--- src/design/mchw_pkg.sv ---
// Shared constants and codes for the multi-channel heartbeat watchdog.
package mchw_pkg;

  // Default sizes of the channel table.
  localparam int CHANNELS_DEF    = 16;
  localparam int PERIOD_BITS_DEF = 16;

  // Fixed field widths.
  localparam int OP_W     = 3;
  localparam int CH_FIELD_W = 5;
  localparam int IN_PER_W = 16;
  localparam int WINDOW_W = 16;
  localparam int FAIL_W   = 8;
  localparam int STEP_W   = 8;
  localparam int SKIP_W   = 16;
  localparam int STATUS_W = 2;
  localparam int FAILED_W = 4;
  localparam int ADDR_W   = 5;
  localparam int DATA_W   = 32;

  // Operation codes.
  localparam logic [OP_W-1:0] OP_FEED      = 3'd0;
  localparam logic [OP_W-1:0] OP_SET       = 3'd1;
  localparam logic [OP_W-1:0] OP_CLEAR     = 3'd2;
  localparam logic [OP_W-1:0] OP_CLEAR_ALL = 3'd3;
  localparam logic [OP_W-1:0] OP_TICK      = 3'd4;

  // Result status codes.
  localparam logic [STATUS_W-1:0] STATUS_OK      = 2'd0;
  localparam logic [STATUS_W-1:0] STATUS_BAD_CH  = 2'd1;
  localparam logic [STATUS_W-1:0] STATUS_RESTART = 2'd2;

  // Configuration register indexes.
  localparam logic [2:0] REG_MONITOR_ENABLE = 3'd0;
  localparam logic [2:0] REG_FAILURE_LIMIT  = 3'd1;
  localparam logic [2:0] REG_TICK_STEP      = 3'd2;
  localparam logic [2:0] REG_ONE_SHOT       = 3'd3;
  localparam logic [2:0] REG_SKIP_MASK      = 3'd4;

  // Register reset values.
  localparam logic [FAIL_W-1:0] FAIL_LIMIT_RST = 8'd3;
  localparam logic [STEP_W-1:0] TICK_STEP_RST  = 8'd1;

  // Saturation limits.
  localparam logic [WINDOW_W-1:0] WINDOW_MAX = 16'hFFFF;
  localparam logic [FAIL_W-1:0]   FAIL_MAX   = 8'hFF;

endpackage

--- src/design/mchw_ram.sv ---
// Generic single-port-write, single-port-read RAM with a registered read.
module mchw_ram #(
  parameter int WIDTH = 8,
  parameter int DEPTH = 16
) (
  input  logic                     clk,
  input  logic                     we,
  input  logic [$clog2(DEPTH)-1:0] waddr,
  input  logic [WIDTH-1:0]         wdata,
  input  logic                     re,
  input  logic [$clog2(DEPTH)-1:0] raddr,
  output logic [WIDTH-1:0]         rdata
);

  logic [WIDTH-1:0] mem [DEPTH];
  logic [WIDTH-1:0] rdata_r;

  // Write port.
  always_ff @(posedge clk) begin
    if (we) begin
      mem[waddr] <= wdata;
    end
  end

  // Registered read port.
  always_ff @(posedge clk) begin
    if (re) begin
      rdata_r <= mem[raddr];
    end
  end

  assign rdata = rdata_r;

endmodule

--- src/design/multi_channel_heartbeat_watchdog.sv ---
// Top level: heartbeat watchdog with its channel table held in one RAM.
// A request that visits no channel gives its result the cycle after acceptance; feed, set
// and clear give it once their channel is written back, clear all and tick after the sweep.
// Busy holds until the result is given; the three-stage read, multiply, write-back pipeline
// over the table RAM handles one channel per cycle, and a tick sweep stops early on a restart.
// Results are single-cycle strobes; the receiver cannot stall them.
// Reset loads the register defaults and clears one valid bit per table entry, so the whole
// table reads as zero straight away; no clearing pass is needed.
module multi_channel_heartbeat_watchdog import mchw_pkg::*; #(
  parameter int CHANNELS    = CHANNELS_DEF,
  parameter int PERIOD_BITS = PERIOD_BITS_DEF
) (
  input  logic                  clk,
  input  logic                  rst_n,
  // Request channel
  input  logic                  start,
  output logic                  busy,
  input  logic [OP_W-1:0]       in_operation,
  input  logic [CH_FIELD_W-1:0] in_channel,
  input  logic                  in_check_enable,
  input  logic [IN_PER_W-1:0]   in_period,
  // Result channel
  output logic                  out_strobe,
  output logic [STATUS_W-1:0]   out_status,
  output logic [FAILED_W-1:0]   out_failed_channel,
  // Configuration port
  input  logic                  psel,
  input  logic                  penable,
  input  logic                  pwrite,
  input  logic [ADDR_W-1:0]     paddr,
  input  logic [DATA_W-1:0]     pwdata,
  output logic [DATA_W-1:0]     prdata,
  output logic                  pready
);

  localparam int AW     = $clog2(CHANNELS);
  localparam int PB     = PERIOD_BITS;
  localparam int WORD_W = PB + WINDOW_W + FAIL_W + 2;
  localparam int EL_W   = WINDOW_W + 1 + STEP_W;
  localparam int LIM_W  = PB + FAIL_W + 1;
  localparam int CMP_W  = (LIM_W > EL_W) ? LIM_W : EL_W;

  typedef enum logic [1:0] {
    ST_IDLE = 2'b01,
    ST_RUN  = 2'b10
  } state_t;

  // Configuration registers
  logic              mon_en_r;
  logic [FAIL_W-1:0] fail_lim_r;
  logic [STEP_W-1:0] tick_step_r;
  logic [3:0]        one_shot_r;
  logic [SKIP_W-1:0] skip_mask_r;
  logic              cfg_wr;
  logic [2:0]        reg_idx;

  // Control
  state_t            state_r;
  logic [OP_W-1:0]   op_r;
  logic              chk_en_r;
  logic [PB-1:0]     per_r;
  logic              single_r;
  logic              accept;
  logic              bad_ch;
  logic              is_single;
  logic              is_sweep;
  logic              visit;

  // Pipeline
  logic              iss_act_r;
  logic [AW-1:0]     iss_addr_r;
  logic              iss_last;
  logic              s1_vld_r;
  logic              s1_ok_r;
  logic              s1_last_r;
  logic [AW-1:0]     s1_addr_r;
  logic              s2_vld_r;
  logic              s2_last_r;
  logic [AW-1:0]     s2_addr_r;
  logic              s2_en_r;
  logic              s2_fed_r;
  logic [PB-1:0]     s2_per_r;
  logic [WINDOW_W-1:0] s2_win_r;
  logic [FAIL_W-1:0] s2_fail_r;
  logic [EL_W-1:0]   elapsed_r;
  logic [LIM_W-1:0]  lim_r;
  logic [CHANNELS-1:0] ram_vld_r;

  // Table RAM
  logic [WORD_W-1:0] ram_rdata;
  logic [WORD_W-1:0] ram_wdata;
  logic              ram_we;
  logic [WORD_W-1:0] rd_word;
  logic              d_en;
  logic              d_fed;
  logic [PB-1:0]     d_per;
  logic [WINDOW_W-1:0] d_win;
  logic [FAIL_W-1:0] d_fail;
  logic [EL_W-1:0]   elapsed_nxt;
  logic [LIM_W-1:0]  lim_nxt;

  // Update logic
  logic [CHANNELS-1:0] skip_ext;
  logic              is_os;
  logic              reach;
  logic [WINDOW_W-1:0] win_inc;
  logic [FAIL_W-1:0] fail_inc;
  logic              n_en;
  logic              n_fed;
  logic [PB-1:0]     n_per;
  logic [WINDOW_W-1:0] n_win;
  logic [FAIL_W-1:0] n_fail;
  logic              upd_wr;
  logic              restart;
  logic              finish;

  // Output registers
  logic                out_strobe_r;
  logic [STATUS_W-1:0] out_status_r;
  logic [FAILED_W-1:0] out_failed_r;

  // Configuration writes and reads.
  assign cfg_wr  = psel && penable && pwrite;
  assign reg_idx = paddr[4:2];
  assign pready  = 1'b1;

  always_ff @(posedge clk) begin
    if (!rst_n) begin
      mon_en_r    <= 1'b1;
      fail_lim_r  <= FAIL_LIMIT_RST;
      tick_step_r <= TICK_STEP_RST;
      one_shot_r  <= '0;
      skip_mask_r <= '0;
    end else if (cfg_wr) begin
      unique case (reg_idx)
        REG_MONITOR_ENABLE: mon_en_r    <= pwdata[0];
        REG_FAILURE_LIMIT:  fail_lim_r  <= pwdata[FAIL_W-1:0];
        REG_TICK_STEP:      tick_step_r <= pwdata[STEP_W-1:0];
        REG_ONE_SHOT:       one_shot_r  <= pwdata[3:0];
        REG_SKIP_MASK:      skip_mask_r <= pwdata[SKIP_W-1:0];
        default: ;
      endcase
    end
  end

  always_comb begin
    unique case (reg_idx)
      REG_MONITOR_ENABLE: prdata = DATA_W'(mon_en_r);
      REG_FAILURE_LIMIT:  prdata = DATA_W'(fail_lim_r);
      REG_TICK_STEP:      prdata = DATA_W'(tick_step_r);
      REG_ONE_SHOT:       prdata = DATA_W'(one_shot_r);
      REG_SKIP_MASK:      prdata = DATA_W'(skip_mask_r);
      default:            prdata = '0;
    endcase
  end

  // Request decode.
  assign busy      = (state_r != ST_IDLE);
  assign accept    = start && !busy;
  assign is_single = (in_operation == OP_FEED) || (in_operation == OP_SET) ||
                     (in_operation == OP_CLEAR);
  assign is_sweep  = (in_operation == OP_CLEAR_ALL) || (in_operation == OP_TICK);
  assign bad_ch    = is_single && (32'(in_channel) >= CHANNELS);
  assign visit     = mon_en_r && !bad_ch && (is_single || is_sweep);

  assign iss_last  = single_r || (iss_addr_r == AW'(CHANNELS - 1));

  // Read stage: an entry that was never written reads as zero.
  assign rd_word     = s1_ok_r ? ram_rdata : '0;
  assign d_fail      = rd_word[FAIL_W-1:0];
  assign d_win       = rd_word[FAIL_W +: WINDOW_W];
  assign d_per       = rd_word[FAIL_W + WINDOW_W +: PB];
  assign d_fed       = rd_word[WORD_W-2];
  assign d_en        = rd_word[WORD_W-1];
  assign elapsed_nxt = (EL_W'(d_win) + EL_W'(1)) * EL_W'(tick_step_r);
  assign lim_nxt     = LIM_W'(d_per) * (LIM_W'(d_fail) + LIM_W'(1));

  // Write-back stage: the new contents of one channel.
  assign skip_ext = CHANNELS'(skip_mask_r);
  assign is_os    = (32'(s2_addr_r) == 32'(one_shot_r));
  assign reach    = CMP_W'(elapsed_r) >= CMP_W'(lim_r);
  assign win_inc  = (s2_win_r == WINDOW_MAX) ? s2_win_r : s2_win_r + WINDOW_W'(1);
  assign fail_inc = (s2_fail_r == FAIL_MAX) ? s2_fail_r : s2_fail_r + FAIL_W'(1);

  always_comb begin
    n_en    = s2_en_r;
    n_fed   = s2_fed_r;
    n_per   = s2_per_r;
    n_win   = s2_win_r;
    n_fail  = s2_fail_r;
    upd_wr  = 1'b0;
    restart = 1'b0;
    unique case (op_r)
      OP_FEED: begin
        if (s2_en_r) begin
          n_fed  = 1'b1;
          upd_wr = 1'b1;
        end
      end
      OP_SET: begin
        if (!chk_en_r && s2_en_r) begin
          n_fed  = 1'b0;
          n_win  = '0;
          n_fail = '0;
        end
        n_en   = chk_en_r;
        n_per  = per_r;
        upd_wr = 1'b1;
      end
      OP_CLEAR: begin
        n_fed  = 1'b0;
        n_win  = '0;
        n_fail = '0;
        upd_wr = 1'b1;
      end
      OP_CLEAR_ALL: begin
        n_win  = '0;
        n_fail = '0;
        if (!is_os) begin
          n_fed = 1'b0;
        end
        upd_wr = 1'b1;
      end
      OP_TICK: begin
        if (!skip_ext[s2_addr_r] && s2_en_r && (s2_per_r != '0)) begin
          upd_wr = 1'b1;
          if (is_os) begin
            // The one-shot channel retires on its first feed.
            if (s2_fed_r) begin
              n_en   = 1'b0;
              n_fed  = 1'b0;
              n_win  = '0;
              n_fail = '0;
            end else if (reach) begin
              n_fail  = fail_inc;
              restart = (fail_inc >= fail_lim_r);
              if (!restart) begin
                n_win = win_inc;
              end
            end else begin
              n_win = win_inc;
            end
          end else if (reach) begin
            if (s2_fed_r) begin
              n_fed  = 1'b0;
              n_win  = '0;
              n_fail = '0;
            end else begin
              n_fail  = fail_inc;
              n_win   = win_inc;
              restart = (fail_inc >= fail_lim_r);
            end
          end else begin
            n_win = win_inc;
          end
        end
      end
      default: ;
    endcase
  end

  assign ram_we    = s2_vld_r && upd_wr;
  assign ram_wdata = {n_en, n_fed, n_per, n_win, n_fail};
  assign finish    = s2_vld_r && (restart || s2_last_r);

  mchw_ram #(
    .WIDTH (WORD_W),
    .DEPTH (CHANNELS)
  ) u_table (
    .clk   (clk),
    .we    (ram_we),
    .waddr (s2_addr_r),
    .wdata (ram_wdata),
    .re    (iss_act_r),
    .raddr (iss_addr_r),
    .rdata (ram_rdata)
  );

  // Sequencer, pipeline control and result register.
  always_ff @(posedge clk) begin
    if (!rst_n) begin
      state_r      <= ST_IDLE;
      iss_act_r    <= 1'b0;
      s1_vld_r     <= 1'b0;
      s2_vld_r     <= 1'b0;
      ram_vld_r    <= '0;
      out_strobe_r <= 1'b0;
    end else begin
      out_strobe_r <= 1'b0;
      if (ram_we) begin
        ram_vld_r[s2_addr_r] <= 1'b1;
      end
      unique case (state_r)
        ST_IDLE: begin
          if (accept) begin
            if (visit) begin
              state_r    <= ST_RUN;
              iss_act_r  <= 1'b1;
              iss_addr_r <= is_single ? in_channel[AW-1:0] : '0;
              single_r   <= is_single;
            end else begin
              out_strobe_r <= 1'b1;
              out_status_r <= (mon_en_r && bad_ch) ? STATUS_BAD_CH : STATUS_OK;
              out_failed_r <= '0;
            end
          end
        end
        ST_RUN: begin
          if (iss_act_r) begin
            if (iss_last) begin
              iss_act_r <= 1'b0;
            end else begin
              iss_addr_r <= iss_addr_r + AW'(1);
            end
          end
          s1_vld_r <= iss_act_r;
          s2_vld_r <= s1_vld_r;
          if (finish) begin
            // Last channel written back, or a tick stopped on a restart.
            state_r      <= ST_IDLE;
            iss_act_r    <= 1'b0;
            s1_vld_r     <= 1'b0;
            s2_vld_r     <= 1'b0;
            out_strobe_r <= 1'b1;
            out_status_r <= restart ? STATUS_RESTART : STATUS_OK;
            out_failed_r <= restart ? FAILED_W'(s2_addr_r) : '0;
          end
        end
        default: state_r <= ST_IDLE;
      endcase
    end
  end

  // Request fields and pipeline payload need no reset.
  always_ff @(posedge clk) begin
    if (accept) begin
      op_r     <= in_operation;
      chk_en_r <= in_check_enable;
      per_r    <= PB'(in_period);
    end
    s1_addr_r <= iss_addr_r;
    s1_last_r <= iss_last;
    s1_ok_r   <= ram_vld_r[iss_addr_r];
    s2_addr_r <= s1_addr_r;
    s2_last_r <= s1_last_r;
    s2_en_r   <= d_en;
    s2_fed_r  <= d_fed;
    s2_per_r  <= d_per;
    s2_win_r  <= d_win;
    s2_fail_r <= d_fail;
    elapsed_r <= elapsed_nxt;
    lim_r     <= lim_nxt;
  end

  assign out_strobe         = out_strobe_r;
  assign out_status         = out_status_r;
  assign out_failed_channel = out_failed_r;

  // A result is only ever presented once the block has gone idle.
  assert property (@(posedge clk) disable iff (!rst_n) out_strobe |-> !busy)
    else $error("result strobe while busy");

  // A request that touches no channel is answered in the next cycle.
  assert property (@(posedge clk) disable iff (!rst_n) (accept && !visit) |=> out_strobe)
    else $error("direct request not answered next cycle");

  // Only a tick can ask for a restart.
  assert property (@(posedge clk) disable iff (!rst_n)
                   (out_strobe && (out_status == STATUS_RESTART)) |-> (op_r == OP_TICK))
    else $error("restart status from a request other than tick");

  // A restart found in write-back ends the walk at once.
  assert property (@(posedge clk) disable iff (!rst_n)
                   (s2_vld_r && restart) |=> (!busy && out_strobe && !s2_vld_r))
    else $error("walk not stopped after restart");

  // The table is only written while a request is being worked on.
  assert property (@(posedge clk) disable iff (!rst_n) ram_we |-> (state_r == ST_RUN))
    else $error("table write outside a request");

endmodule
--- config.mk ---
export PLATFORM = sky130hd
export DESIGN_NAME = multi_channel_heartbeat_watchdog
export DESIGN_NICKNAME = d
export VERILOG_FILES = /design/src/design/mchw_pkg.sv /design/src/design/mchw_ram.sv /design/src/design/multi_channel_heartbeat_watchdog.sv
export SDC_FILE = /design/constraint.sdc
export NUM_CORES = 2
export LEC_CHECK = 0
export BUFFER_PORTS_ARGS = -buffer_cell sky130_fd_sc_hd__buf_2
export CAP_MARGIN = 15
export CORE_MARGIN = 10
export CORE_UTILIZATION = 68
export DETAILED_ROUTE_END_ITERATION = 6
export PLACE_DENSITY = 0.86
export SYNTH_ARGS = -nofsm -noshare
export SYNTH_HDL_FRONTEND = slang
export SYNTH_SLANG_ARGS = --single-unit
--- constraint.sdc ---
create_clock -name clk -period 16.88 [get_ports clk]
set_clock_uncertainty 0.1 [all_clocks]
set_input_delay 1.688 -clock clk [delete_from_list [all_inputs] [get_ports clk]]
set_output_delay 1.688 -clock clk [all_outputs]
set_load 0.005 [all_outputs]
==> impl_metrics.yaml <==
outcome:
  status: "complete, no violations"
power_and_ir_drop:
  power_mw: 4.55
  leakage_nw: 17.6
  pwr-share-seq: 0.535
  internal_power_mw: 3.58
  ir_drop_mv: 0.117
  p_sw_mw: 0.967
  p_per_area_nw_per_um2: 94.4
  pwr-share-clk: 0.439
  power_frac_comb: 0.026
  p_sw_frac: 0.213
sta:
  fin_crit_sh: 0.467
  rsz0062_at_grt: "no"
  finalSetupViolCount: 0
  hold_viol_final: 0
  slew_headroom: 0.218
  fin_setup_tns_ns: 0
  slew_violations: 0
  timing.fmax_mhz: 127
  worst_slew_pin_slew_ns: 1.17
  min_period_ns: 7.89
detailed_routing:
  vias: 26800
  detail-route-antenna-nets: 0
  vias_per_cell: 6.78
  wl_um: 115000
  drt_iter0_drc: 3606
  firstDrtPassIters: 7
  wl_per_cell_um: 29.2
  drc_errors: 0
setup_path:
  r2r_cells: 25
  startpoint: "s1_ok_r"
  crit_slowest_cell: "xnor2_1"
  max_stage_delay_ns: 0.60
  r2r_end: "elapsed_r[24]"
  worst-path-max-fanout: 72
  critPathCapture: "elapsed_r[24]"
  path_common_cell: "and3_1"
  regToRegSetupSlack_ns: 8.99
  crit-reg2reg-launch: "s1_ok_r"
  critPathRequiredTime_ns: 17.33
  critPathKind: "flip-flop to flip-flop"
  endpoint_kind: "flip-flop"
  start_kind: "flip-flop"
  cp.arrival_ns: 8.34
cts:
  cts_sinks: 907
  root_buffer: "clkbuf_16"
  cts_inserted_buffers: 89
  ctsResizeCount: 0
  clkTransAtPathRegs_ns: 0.07
  clock_path_buffers: 3
  htreeDepth: 3
  cts_tree: "done"
  clock_latency_ns: 0.68
  holdBufCountCts: 0
  cts_setup_buffers: 0
worst_hold_path:
  min_from: "s1_addr_r[1]"
  hp-class: "flip-flop to flip-flop"
global_routing:
  grt_pass1_wl_um: 174000
  grt_antenna_before_repair: 2
  grt_pass1_vias: 27600
  grt_usage: 0.314
  grt_max_degree: 175
  gr-total-overflow: 0
die:
  die_x_um: 274
  initial_core_util: 0.683
  core_area_um2: 64100
  num_io_pins: 109
  fp.dieH_um: 274
  rows: 93
  die_area_um2: 75000
finish:
  stdcell_area_um2: 48200
  area_delta_synth_final_pct: 9.93
  stdcell_count: 3951
  drive_above_1_share: 0.172
  final_common_cell: "edfxtp_1"
  nNetsFinal: 3411
  post-route-util: 0.751
  layout_common_cells: "745 x edfxtp_1, 288 x inv_1, 220 x mux4_2"
placed_design:
  globalplace.congestion: 0.903
  dp.cells: 3784
  dpl_cell_area_um2: 45200
  port_buffers: 73
  post-dp-hpwl_um: 66200
synthesis:
  synthDistinctLibCells: 64
  synth_cells: 2927
  ys_seq_elements: 907
  synth_area_um2: 43800
  ys_seq_area_frac: 0.585
  synth_flop_cell: "edfxtp_1"
  synthArstFlopShare: 0
  synth_warnings: 0
  synth-edff-count: 745
  syn_area_per_cell_um2: 15.0
job:
  max_cap_viol_count: 0
metrics by stage:
step                      setup WS, ns  hold WS [ns]
final                             8.99         0.231
after global routing              8.57         0.243
after CTS                         9.16         0.231
after detailed placement          9.21         0.214
after global placement            9.31         0.210
after floorplan                   9.84         0.210
area by class of cell:
cell class / instances / area [um2]
Clock buffer: 109 / 2340
Tap cell: 855 / 1070
Antenna cell: 1 / 2.50
Timing Repair Buffer: 123 / 753
Sequential cell: 907 / 25600
Inverter: 288 / 1080
Fill cell: 3521 / 15900
Clock inverter: 53 / 548
Multi-Input combinational cell: 1615 / 16800
power by group through the flow:
stage	combinational [mW]	clock, mW	sequential, mW
floorplan	0.0783	0	2.47
global placement	0.109	0	2.48
detailed placement	0.115	0	2.48
CTS	0.118	2.01	2.43
global route	0.127	2.10	2.43
finish	0.120	2.00	2.43
critical path: cells and delay by family (launching register included):
family | cells | cell delay [ns]
and+or+nand+nor | 10 | 2.45
adders and majority gates | 6 | 2.42
AOI/OAI and AO/OA | 4 | 0.96
buffers and inverters | 4 | 0.87
xor gates and xnor gates | 1 | 0.60
DFF | 1 | 0.32
worst min-delay path by stage:
stage / slack, ns / cells after the start / end
2_1_floorplan: 0.21 / 0 / s2_addr_r[0]
3_3_place_gp: 0.21 / 0 / s2_addr_r[3]
3_5_place_dp: 0.21 / 0 / s2_addr_r[0]
4_1_cts: 0.23 / 0 / s2_addr_r[1]
5_1_grt: 0.24 / 0 / s2_addr_r[1]
6_report: 0.23 / 0 / s2_addr_r[1]
per-layer routing:
layer / GRT usage / up-vias / routed length [um]
met1: 0.403 / 13600 / 39600
met3: 0.0516 / 376 / 12300
li1: - / 10800 / -
met5: 0 / - / 13
met2: 0.521 / 2031 / 58100
met4: 0.147 / 2 / 5380
sequential cells by signal, summed over array words and instances, names as in the netlist, 8 cells and up:
name and flops:
s2_fail_r 8, s2_win_r 16, u_table.mem 672, s2_per_r 16
fail_lim_r 8, u_table.rdata 42, ram_vld_r 16, skip_ext 16
per_r 16, elapsed_r 25, tick_step_r 8, lim_r 25
logic make-up after synthesis:
group	synth area share
buf+inv	0.0376
compound gates	0.0392
mux	0.122
xor+xnor	0.0138
other cells	0.000171
flops	0.585
simple gates	0.0787
fa+ha+maj	0.123
Yosys cell counts (all sizes together), types with 17 or more instances:
master,instances,area share
dfxtp,162,0.074
mux4,220,0.11
nand2,189,0.016
clkbuf,93,0.0080
nor2b,58,0.0083
fa,189,0.086
nand2b,19,0.0027
nor3,20,0.0023
xnor2,54,0.011
and2,112,0.016
a21boi,20,0.0034
nor2,146,0.013
buf,39,0.0050
a31oi,19,0.0027
a21oi,54,0.0062
edfxtp,745,0.51
mux2i,22,0.0050
nand3,45,0.0051
and3,50,0.0071
o21ai,56,0.0064
mux2,17,0.0044
inv,288,0.025
ha,130,0.037
a21o,20,0.0034
Note: power is estimated with default switching activity, not from simulation.
